File: src/design/sparse_vector_merge_add_assert.svh
// Assertion macros for the sparse vector merge-add block.
// Expects clk and rst in the scope of each use.
`ifndef SPARSE_VECTOR_MERGE_ADD_ASSERT_SVH
`define SPARSE_VECTOR_MERGE_ADD_ASSERT_SVH

// Same-cycle implication, off while reset is high.
`define SVMA_CHECK(name, ante, cons, msg) \
  name: assert property (@(posedge clk) disable iff (rst) (ante) |-> (cons)) \
    else $error(msg);

// Next-cycle implication, off while reset is high.
`define SVMA_CHECK_NEXT(name, ante, cons, msg) \
  name: assert property (@(posedge clk) disable iff (rst) (ante) |=> (cons)) \
    else $error(msg);

`endif

File: src/design/svma_pkg.sv
// Shared types and codes for the sparse vector merge-add block.
// No dependencies.
package svma_pkg;

  // Request codes on the input channel
  localparam logic [1:0] REQ_APPEND_A = 2'd0;
  localparam logic [1:0] REQ_APPEND_B = 2'd1;
  localparam logic [1:0] REQ_MERGE    = 2'd2;

  // Source codes on the output channel
  localparam logic [1:0] SRC_A   = 2'd0;
  localparam logic [1:0] SRC_B   = 2'd1;
  localparam logic [1:0] SRC_SUM = 2'd2;

  // Command queue between front and back (power of two)
  localparam int QDEPTH = 2;
  localparam int QAW    = $clog2(QDEPTH);
  localparam int QCW    = $clog2(QDEPTH + 1);

  typedef enum logic [1:0] {
    CMD_APPEND_A,
    CMD_APPEND_B,
    CMD_MERGE
  } cmd_kind_t;

  typedef struct packed {
    logic [15:0]        pos;
    logic signed [31:0] value;
  } entry_t;

  typedef struct packed {
    cmd_kind_t kind;
    entry_t    entry;
  } cmd_t;

  typedef enum logic [1:0] {
    ST_IDLE,
    ST_FETCH,
    ST_EMIT,
    ST_EMPTY
  } eng_state_t;

  typedef struct packed {
    logic merging;
    logic take;
  } eng_status_t;

endpackage

File: src/design/svma_front.sv
// Front end: accepts input words, classifies the request code and queues commands.
// Depends on svma_pkg.
module svma_front import svma_pkg::*; (
  input  logic               clk,
  input  logic               rst,
  input  logic               in_valid,
  output logic               in_stall,
  input  logic [1:0]         req_type,
  input  logic [15:0]        in_pos,
  input  logic signed [31:0] in_value,
  output logic               cmd_valid,
  output cmd_t               cmd,
  input  logic               cmd_take
);

  cmd_t             q [QDEPTH];
  logic [QAW-1:0]   wr_ptr;
  logic [QAW-1:0]   rd_ptr;
  logic [QCW-1:0]   fill;
  logic             known;
  cmd_kind_t        kind;
  logic             push;
  logic             pop;

  always_comb begin
    known = 1'b1;
    kind  = CMD_MERGE;
    unique case (req_type)
      REQ_APPEND_A: kind = CMD_APPEND_A;
      REQ_APPEND_B: kind = CMD_APPEND_B;
      REQ_MERGE:    kind = CMD_MERGE;
      default:      known = 1'b0;  // unused code: accept and drop
    endcase
  end

  assign in_stall  = (fill == QCW'(QDEPTH));
  assign push      = in_valid && !in_stall && known;
  assign cmd_valid = (fill != '0);
  assign pop       = cmd_valid && cmd_take;
  assign cmd       = q[rd_ptr];

  always_ff @(posedge clk) begin
    if (push) begin
      q[wr_ptr] <= '{kind: kind, entry: '{pos: in_pos, value: in_value}};
    end
  end

  // Pointers wrap naturally since the queue depth is a power of two
  always_ff @(posedge clk) begin
    if (rst) begin
      wr_ptr <= '0;
      rd_ptr <= '0;
      fill   <= '0;
    end else begin
      if (push) wr_ptr <= wr_ptr + 1'b1;
      if (pop)  rd_ptr <= rd_ptr + 1'b1;
      fill <= fill + QCW'(push) - QCW'(pop);
    end
  end

endmodule

File: src/design/svma_engine.sv
// Back end: list stores, append handling and the two-pointer merge walk.
// Depends on svma_pkg.
module svma_engine import svma_pkg::*; #(
  parameter int DEPTH = 16
) (
  input  logic               clk,
  input  logic               rst,
  input  logic               cmd_valid,
  input  cmd_t               cmd,
  output logic               cmd_take,
  output eng_status_t        status,
  output logic               out_valid,
  input  logic               out_stall,
  output logic [15:0]        out_pos,
  output logic signed [31:0] out_value,
  output logic [1:0]         source,
  output logic               is_empty,
  output logic               overflowed,
  output logic               last
);

  localparam int AW = (DEPTH > 1) ? $clog2(DEPTH) : 1;
  localparam int CW = $clog2(DEPTH + 1);

  entry_t             mem_a [DEPTH];
  entry_t             mem_b [DEPTH];
  entry_t             rd_a;
  entry_t             rd_b;
  logic [CW-1:0]      count_a;
  logic [CW-1:0]      count_b;
  logic [CW-1:0]      ia;
  logic [CW-1:0]      ib;
  logic               ovf_flag;
  logic               ovf_snap;
  eng_state_t         state;
  eng_state_t         state_next;

  logic               take;
  logic               wr_a;
  logic               wr_b;
  logic               out_free;
  logic               load_out;
  logic               a_more;
  logic               b_more;
  logic               step_a;
  logic               step_b;
  logic [CW-1:0]      ia_adv;
  logic [CW-1:0]      ib_adv;
  logic               emit_last;
  logic [15:0]        emit_pos;
  logic signed [31:0] emit_value;
  logic [1:0]         emit_src;

  assign cmd_take = (state == ST_IDLE);
  assign take     = cmd_valid && cmd_take;
  assign out_free = !out_valid || !out_stall;
  assign wr_a     = take && (cmd.kind == CMD_APPEND_A) && (count_a != CW'(DEPTH));
  assign wr_b     = take && (cmd.kind == CMD_APPEND_B) && (count_b != CW'(DEPTH));

  assign status.merging = (state != ST_IDLE);
  assign status.take    = take;

  // List stores: one write, one registered read per cycle each
  always_ff @(posedge clk) begin
    if (wr_a) mem_a[count_a[AW-1:0]] <= cmd.entry;
    if (wr_b) mem_b[count_b[AW-1:0]] <= cmd.entry;
    rd_a <= mem_a[ia[AW-1:0]];
    rd_b <= mem_b[ib[AW-1:0]];
  end

  always_comb begin
    state_next = state;
    unique case (state)
      ST_IDLE: begin
        if (take && cmd.kind == CMD_MERGE) begin
          state_next = (count_a == '0 && count_b == '0) ? ST_EMPTY : ST_FETCH;
        end
      end
      ST_FETCH: state_next = ST_EMIT;
      ST_EMIT: begin
        if (out_free) state_next = emit_last ? ST_IDLE : ST_FETCH;
      end
      ST_EMPTY: begin
        if (out_free) state_next = ST_IDLE;
      end
      default: state_next = ST_IDLE;
    endcase
  end

  // Pick the next merged element from the two fronts
  always_comb begin
    a_more     = (ia < count_a);
    b_more     = (ib < count_b);
    step_a     = 1'b0;
    step_b     = 1'b0;
    emit_pos   = rd_b.pos;
    emit_value = rd_b.value;
    emit_src   = SRC_B;
    priority if (a_more && b_more && rd_a.pos == rd_b.pos) begin
      step_a     = 1'b1;
      step_b     = 1'b1;
      emit_pos   = rd_a.pos;
      emit_value = rd_a.value + rd_b.value;
      emit_src   = SRC_SUM;
    end else if (a_more && (!b_more || rd_a.pos < rd_b.pos)) begin
      step_a     = 1'b1;
      emit_pos   = rd_a.pos;
      emit_value = rd_a.value;
      emit_src   = SRC_A;
    end else begin
      step_b = 1'b1;
    end
    ia_adv    = ia + CW'(step_a);
    ib_adv    = ib + CW'(step_b);
    emit_last = (ia_adv >= count_a) && (ib_adv >= count_b);
    load_out  = out_free && (state == ST_EMIT || state == ST_EMPTY);
  end

  always_ff @(posedge clk) begin
    if (rst) begin
      state     <= ST_IDLE;
      count_a   <= '0;
      count_b   <= '0;
      ia        <= '0;
      ib        <= '0;
      ovf_flag  <= 1'b0;
      out_valid <= 1'b0;
    end else begin
      state <= state_next;
      if (load_out)       out_valid <= 1'b1;
      else if (!out_stall) out_valid <= 1'b0;

      if (wr_a) count_a <= count_a + CW'(1);
      if (wr_b) count_b <= count_b + CW'(1);
      if (take && cmd.kind != CMD_MERGE && !wr_a && !wr_b) ovf_flag <= 1'b1;

      if (take && cmd.kind == CMD_MERGE) begin
        ia <= '0;
        ib <= '0;
      end
      if (state == ST_EMIT && out_free) begin
        ia <= ia_adv;
        ib <= ib_adv;
      end
      if (load_out && (state == ST_EMPTY || emit_last)) begin
        count_a  <= '0;
        count_b  <= '0;
        ovf_flag <= 1'b0;
      end
    end
  end

  always_ff @(posedge clk) begin
    if (take && cmd.kind == CMD_MERGE) ovf_snap <= ovf_flag;
    if (load_out) begin
      overflowed <= ovf_snap;
      if (state == ST_EMPTY) begin
        out_pos   <= '0;
        out_value <= '0;
        source    <= SRC_A;
        is_empty  <= 1'b1;
        last      <= 1'b1;
      end else begin
        out_pos   <= emit_pos;
        out_value <= emit_value;
        source    <= emit_src;
        is_empty  <= 1'b0;
        last      <= emit_last;
      end
    end
  end

endmodule

File: src/design/sparse_vector_merge_add.sv
// Sparse vector merge-add: two position/value lists merged into one sorted sum.
// Channels: input words (req_type, in_pos, in_value) with in_valid/in_stall;
// result words (out_pos, out_value, source, is_empty, overflowed, last) with
// out_valid/out_stall. A word moves on a clock edge with valid high, stall low.
// Append words (A or B) are stored by the idle back end; an append to a
// full list is dropped and raises the sticky overflow flag. Code 3 is dropped.
// A merge word emits one result word per merged element. Each element passes
// FETCH, where the registered list-store read is made, then EMIT, where the
// compare and add feed the output register. The final word carries last;
// two empty lists give one is_empty word. After the merge both list counts
// and the overflow flag are cleared.
// A two-entry command queue sits between front and back, so appends keep
// flowing while a merge is busy until the queue fills.
// The output register holds its word while out_stall is high; the merge pauses.
// Reset (rst, synchronous) empties the queue, both lists and the flag; list
// contents themselves are not cleared, only their counts.
`include "sparse_vector_merge_add_assert.svh"

module sparse_vector_merge_add import svma_pkg::*; #(
  parameter int DEPTH = 16
) (
  input  logic               clk,
  input  logic               rst,
  input  logic               in_valid,
  output logic               in_stall,
  input  logic [1:0]         req_type,
  input  logic [15:0]        in_pos,
  input  logic signed [31:0] in_value,
  output logic               out_valid,
  input  logic               out_stall,
  output logic [15:0]        out_pos,
  output logic signed [31:0] out_value,
  output logic [1:0]         source,
  output logic               is_empty,
  output logic               overflowed,
  output logic               last
);

  logic        cmd_valid;
  cmd_t        cmd;
  logic        cmd_take;
  eng_status_t st;

  // Accept and classify words, hold them in the command queue
  svma_front u_front (
    .clk       (clk),
    .rst       (rst),
    .in_valid  (in_valid),
    .in_stall  (in_stall),
    .req_type  (req_type),
    .in_pos    (in_pos),
    .in_value  (in_value),
    .cmd_valid (cmd_valid),
    .cmd       (cmd),
    .cmd_take  (cmd_take)
  );

  // Carry out appends and merges, drive the output register
  svma_engine #(
    .DEPTH (DEPTH)
  ) u_engine (
    .clk        (clk),
    .rst        (rst),
    .cmd_valid  (cmd_valid),
    .cmd        (cmd),
    .cmd_take   (cmd_take),
    .status     (st),
    .out_valid  (out_valid),
    .out_stall  (out_stall),
    .out_pos    (out_pos),
    .out_value  (out_value),
    .source     (source),
    .is_empty   (is_empty),
    .overflowed (overflowed),
    .last       (last)
  );

  // A pending word that is not the last one means the merge is still running
  `SVMA_CHECK(a_nonlast_merging, out_valid && !last, st.merging, "non-last word without merge")
  // An empty-merge word is the whole merge result and carries zeros
  `SVMA_CHECK(a_empty_shape, out_valid && is_empty, last && source == SRC_A && out_pos == 16'd0 && out_value == 32'sd0, "malformed empty word")
  // A merge starts only once the previous merge has emitted its last word
  `SVMA_CHECK(a_merge_start, $rose(st.merging), !out_valid || last, "merge overlaps previous")
  // The back end pulls a command only between merges
  `SVMA_CHECK(a_take_idle, st.take, !st.merging, "command taken mid-merge")

endmodule
File: config.mk
export PLATFORM = sky130hd
export DESIGN_NAME = sparse_vector_merge_add
export DESIGN_NICKNAME = d
export VERILOG_FILES = /design/src/design/svma_pkg.sv /design/src/design/svma_front.sv /design/src/design/svma_engine.sv /design/src/design/sparse_vector_merge_add.sv
export VERILOG_INCLUDE_DIRS = /design/src /design/src/design
export SDC_FILE = /design/constraint.sdc
export NUM_CORES = 1
export LEC_CHECK = 0
export BUFFER_PORTS_ARGS = -buffer_cell sky130_fd_sc_hd__buf_2
export CORE_MARGIN = 2
export CORE_UTILIZATION = 62
export CTS_CLUSTER_SIZE = 12
export DETAILED_ROUTE_END_ITERATION = 7
export PLACE_DENSITY = 0.79
export SYNTH_ARGS = -nofsm -noshare
export SYNTH_HDL_FRONTEND = slang
export SYNTH_HIERARCHICAL = 1
export SYNTH_SLANG_ARGS = --single-unit
File: constraint.sdc
create_clock -name clk -period 6.8 [get_ports clk]
set_clock_uncertainty 0.1 [all_clocks]
set_input_delay 0.68 -clock clk [delete_from_list [all_inputs] [get_ports clk]]
set_output_delay 0.68 -clock clk [all_outputs]
set_load 0.01 [all_outputs]
Yosys cells after proc, flatten, opt, wreduce, memory -nomap -nowiden

Memories as Yosys holds them, arrays and structs flattened. A register that Yosys moved wholly into a read port is not among the register bits.
Index checks and enable logic that the tools add are counted.

Output and inout bits: 55
Input bits: 54
Flip-flop bits (word level): 82
Memories: 3
Logic and storage cells: 123
Bits in writable memories: 1636

Reduce and logical (&&, ||, !) cells: 40
$add $sub $neg: 9
Equality and inequality tests: 16
$lt $le $gt $ge: 5
Muxes and demuxes: 32

Memories:

| name           | words | width | read ports | clocked after Yosys merged registers in | wr ports | RTL line          | source |
|---|---|---|---|---|---|---|---|
| u_engine.mem_a | 16    | 48    | 1          | 1                                       | 1        | svma_engine.sv:25 | `entry_t mem_a [DEPTH];` |
| u_engine.mem_b | 16    | 48    | 1          | 1                                       | 1        | svma_engine.sv:26 | `entry_t mem_b [DEPTH];` |
| u_front.q      | 2     | 50    | 1          | 1                                       | 1        | svma_front.sv:16  | `cmd_t q [QDEPTH];` |

Operator list:

| operator                                                               | number |
|---|---|
| 32-bit 2-to-1 mux                                                      | 2 |
| 32-bit adder                                                           | 1 |
| 16-bit 2-to-1 mux                                                      | 2 |
| 1-bit logical AND                                                      | 19 |
| 1-bit 2-to-1 mux                                                       | 18 |
| 16-bit equality test                                                   | 1 |
| 16-bit < comparator                                                    | 1 |
| 5-bit 2-to-1 mux                                                       | 3 |
| 5-bit by 1-bit adder with 5-bit output                                 | 2 |
| 5-bit by 1-bit adder with 5-bit output (second input constant)         | 2 |
| 2-bit equality test (second input constant)                            | 5 |
| 5-bit >= comparator                                                    | 2 |
| 5-bit zero test                                                        | 2 |
| 5-bit < comparator                                                     | 2 |
| 2-bit 2-to-1 mux                                                       | 5 |
| 5-bit != test (second input constant)                                  | 2 |
| 2-bit case mux with 4 select lines                                     | 1 |
| 2-bit by 1-bit equality test with 1-bit output (second input constant) | 3 |
| 1-bit zero test                                                        | 6 |
| 2-bit zero test                                                        | 3 |
| 2-bit by 1-bit != test with 1-bit output (second input constant)       | 3 |
| 1-bit logical OR                                                       | 4 |
| 2-bit != test (second input constant)                                  | 2 |
| 2-bit case mux with 2 select lines                                     | 1 |
| 7 further kinds                                                        | 10 |

Logic depth before layout (Yosys ltp)

Word-level depth: 12
Gate-level depth with buffers: 24
Depth with buffers taken out: 21

By module

Netlist, hierarchy kept.

By module, submodules not included:

| module      | area each (µm²) | times used | seq. area each (µm²) | cells an instance |
|---|---|---|---|---|
| svma_engine | 66767.8         | 1          | 50148.1              | 3661 |
| svma_front  | 3898.7          | 1          | 3103.0               | 185 |

Worst setup path after synthesis

No wires, ideal clock.

Kind: input -> register
Start: input out_stall
End: register u_engine.ia[2]
Cell stages on the path: 5
Library setup time: 0.070 ns
Path slack: 0.978 ns
Buffers on the path: 1
Data arrival time: 5.652 ns
Required time: 6.630 ns
Cell sequence: a21boi_0 > nor2b_1 > clkbuf_1 > nand3b_1 > a21oi_1

Longest elaborated chain between the ends: 4
Elaborated cells on any way between the ends: 5
Those cells by class: 1 x mux; 4 x reduce/logical

Ends and longest elaborated chain:

| element                                                       | RTL line                      | source |
|---|---|---|
| from (decl)                                                   | sparse_vector_merge_add.sv:30 | `input logic out_stall,` |
| 1-bit zero test (*)                                           | svma_engine.sv:56             | `assign out_free = !out_valid \|\| !out_stall;` |
| 1-bit logical OR (*)                                          | svma_engine.sv:56             |  |
| 1-bit logical AND (*)                                         | svma_engine.sv:141            | `if (state == ST_EMIT && out_free) begin` |
| 5-bit 2-to-1 mux / 2-bit nonzero test (equally long branches) | --                            |  |
| to (signal assigned)                                          | svma_engine.sv:142            | `ia <= ia_adv;` |
| to (decl)                                                     | svma_engine.sv:31             | `logic [CW-1:0] ia;` |

Mark *: on every way between the ends. The rest lies on a longest branch, timed or not.
A chain may end at the register's enable or synchronous reset.

Final worst setup path

Start: register u_engine.ia[1]
End: register u_engine.count_a[0]

Longest elaborated chain between the ends: 10
Elaborated cells on any way between the ends: 16
Those cells by class: 2 x add/sub; 3 x order compare; 4 x mux; 7 x reduce/logical

Ends and longest elaborated chain:

| element                                                          | RTL line                               | source |
|---|---|---|
| 5-bit < comparator                                               | svma_engine.sv:92                      | `a_more = (ia < count_a);` |
| 1-bit logical AND, on equally long branches                      | svma_engine.sv:105, svma_engine.sv:99  |  |
| 1-bit 2-to-1 mux / 1-bit logical AND (equally long branches)     | svma_engine.sv:105, svma_engine.sv:99  |  |
| 1-bit 2-to-1 mux                                                 | svma_engine.sv:99                      | `priority if (a_more && b_more && rd_a.pos == rd_b.pos) begin` |
| 5-bit by 1-bit adder with 5-bit output, on equally long branches | svma_engine.sv:113, svma_engine.sv:114 |  |
| 5-bit >= comparator                                              | svma_engine.sv:115                     | `emit_last = (ia_adv >= count_a) && (ib_adv >= count_b);` |
| 1-bit logical AND (*)                                            | svma_engine.sv:115                     |  |
| 1-bit logical OR (*)                                             | svma_engine.sv:145                     | `if (load_out && (state == ST_EMPTY \|\| emit_last)) begin` |
| 1-bit logical AND (*)                                            | svma_engine.sv:145                     |  |
| 2-bit OR reduction (no source line) (*)                          | --                                     |  |
| to (signal assigned)                                             | svma_engine.sv:133                     | `if (wr_a) count_a <= count_a + CW'(1);` |
| to (decl)                                                        | svma_engine.sv:29                      | `logic [CW-1:0] count_a;` |

Marked as above.

==> summary.md <==
| Metric | Value |
|---|---|
| Wire length per cell | `30.9 um` |
| Share of cells above drive strength 1 | `19.1%` |
| Hold path depth | `1` |
| Post-detail-place hpwl | `97,700 um` |
| Cell Count Post-Placement | `5,326` |
| Chip height | `342 um` |
| CTS resizes | `0` |
| Cell Area, Synth | `0.0707 sq mm` |
| DIE AREA | `0.117 sq mm` |
| Cells after synthesis | `3,845` |
| Layout area overhead | `11.4%` |
| WHS Endpoint | `u_front/q[0][49]$_DFFE_PP_` |
| Final #Nets | `4,185` |
| Initial antenna violation count | `7` |
| TritonCTS clock tree | `yes` |
| ANT nets after route | `0` |
| Worst-path clk slew | `0.06 ns` |
| Slew margin rel. | `19.0%` |
| Slew Limit Fails | `0` |
| Vias in the first global route | `38,300` |
| Outcome | `completed` |
| Hold Startpoint | `req_type[1]` |
| CTS buffer count | `175` |
| LEAKAGE | `24.8 nW` |
| TNS Setup | `0 ns` |
| Post-Syn Nets | `3,979` |
| Crit path DAT | `5.55 ns` |
| Most frequent cells in the layout | `1,690 x edfxtp_1, 290 x mux2i_1, 206 x o21ai_0` |
| CTS sink count | `1,815` |
| Reg2reg end | `u_engine/count_a[0]$_SDFFE_PP0P_` |
| H-tree Lvls | `4` |
| Starting Density | `62.6%` |
| Max-cap violations | `0` |
| Fmax | `202 MHz` |
| Final setup viols | `0` |
| Final Cycle Share | `72.7%` |
| # hold bufs at CTS | `48` |
| Boundary pin count | `109` |
| Crit path max fanout | `43` |
| Routed WL | `176,000 um` |
| Port bufs | `108` |
| Drc violations | `0` |
| Largest net degree at the start of global routing | `120` |
| Root Buffer Master | `clkbuf_16` |
| Total core area | `0.113 sq mm` |
| DR vias | `38,200` |
| Syn Area/Cell | `18.4 sq um` |
| Tmin final | `4.94 ns` |
| FILL cells | `6,717` |
| R2r setup slk | `1.86 ns` |
| Slew @ Worst Pin | `1.21 ns` |
| Register area | `0.0533 sq mm` |
| GRT Total Usage | `30.5%` |
| Initial DRC Count | `4,895` |
| Type of origin of the critical path | `register` |
| CP endpoint kind | `register` |
| Unrepaired setup endpoints after global routing | `false` |
| Pwr/cell area | `344 mW/mm^2` |
| Gr ovfl total | `0` |
| Vias per cell | `6.72` |
| Final hold vios | `0` |
| Die width | `342 um` |
| RR Startpoint | `u_engine/ia[1]$_SDFFE_PP0P_` |
| Post-Layout Cell Count | `5,686` |
| Most common library cell in the layout ignoring fill and taps | `edfxtp_1` |
| Synth Warn # | `6` |
| Clk_lat worst skew | `0.79 ns` |
| Max rail drop VDD | `0.260 mV` |
| Reg2Reg Depth | `18` |
| First-pass DRT Iterations | `6` |
| Multi-input gate area | `0.0167 sq mm` |
| FP Rows | `123` |
| First-pass GRT wire length | `255,000 um` |
| Setup bufs post-CTS | `0` |
| Critical Path RT | `7.41 ns` |
| CP Class | `reg2reg` |
| Worst Hold Class | `in2reg` |
| Maximum clock path buffer count | `3` |
| GP Congestion | `0.891` |
[per-layer routing]
| metal | wire, um | part of all wire (%) | track usage, % |
|---|---|---|---|
| met5 | 33 | 0.019 | 0 |
| met4 | 6590 | 3.8 | 11.8 |
| met3 | 18700 | 11 | 5.94 |
| met2 | 86800 | 49 | 50.1 |
| met1 | 63600 | 36 | 40.7 |
[critical path, cell delays in order (launching register included)]
cell	delay [ns]
dfxtp_4	0.87
ha_1	0.36
o21ai_0	0.07
nand2b_1	0.09
a21oi_1	0.15
o21ai_1	0.15
a21oi_4	0.63
inv_1	0.17
ha_1	0.25
ha_1	0.30
ha_1	0.29
a21o_1	0.18
a21o_1	0.17
a21oi_1	0.17
nor2b_1	0.07
o22ai_1	0.22
nand2_1	0.11
a21o_1	0.35
nor2_1	0.15
[per-stage QoR]
step           utilization, %  setup WS [ns]  hold slack, ns  total power (W)  cell area [sq um]
6_report                 69.7           1.86           0.109           0.0271              78700
5_1_grt                  69.7           1.64          0.0804           0.0279              78700
4_1_cts                  69.7           1.93          0.0663           0.0271              78700
3_5_place_dp             64.8           1.96           0.328           0.0183              73000
3_3_place_gp             64.8           1.98           0.339           0.0182              73000
2_1_floorplan               -          0.978           0.300           0.0168              70700
[where the power goes]
group / total, W / switching (W) / internal, W
registers: 0.0137 / 0.000271 / 0.0134
clock network: 0.00888 / 0.00392 / 0.00496
logic: 0.00446 / 0.00290 / 0.00156
total: 0.0271 / 0.00709 / 0.0200
[registers in the layout, indices dropped and copies added, names as in the netlist, 2 cells and up, named ones only]
register	cells
u_engine/out_pos	16
u_engine/count_b	5
u_engine/mem_a	768
u_engine/mem_b	768
u_front/fill	2
u_engine/count_a	5
u_engine/out_value	32
u_front/q	100
u_engine/source	2
u_engine/state	2
u_engine/rd_b	48
u_engine/ib	5
u_engine/ia	5
u_engine/rd_a	48
[how the worst max path moves through the flow]
stage,startpoint,endpoint,slack [ns],depth (start not counted)
2_1_floorplan,out_stall,u_engine/ia[2]$_SDFFE_PP0P_,0.98,5
3_3_place_gp,u_engine/ia[1]$_SDFFE_PP0P_,u_engine/count_a[1]$_SDFFE_PP0P_,1.98,18
3_5_place_dp,u_engine/ia[1]$_SDFFE_PP0P_,u_engine/count_b[1]$_SDFFE_PP0P_,1.96,18
5_1_grt,u_engine/ia[1]$_SDFFE_PP0P_,u_engine/count_a[0]$_SDFFE_PP0P_,1.64,18
4_1_cts,u_engine/ia[1]$_SDFFE_PP0P_,u_engine/ovf_flag$_SDFFE_PP0P_,1.93,18
6_report,u_engine/ia[1]$_SDFFE_PP0P_,u_engine/count_a[0]$_SDFFE_PP0P_,1.86,18
[area by class of cell]
| type | count | area share (%) |
|---|---|---|
| inverters | 44 | 0.216 |
| multi-input cells | 1795 | 21.2 |
| flip-flops and latches | 1815 | 67.7 |
| well taps | 1500 | 2.39 |
| diodes | 4 | 0.0127 |
| repair buffers | 220 | 1.97 |
| clock buffers | 288 | 6.25 |
| clock inverters | 20 | 0.281 |
No activity file was read; power rests on OpenSTA's default activity.
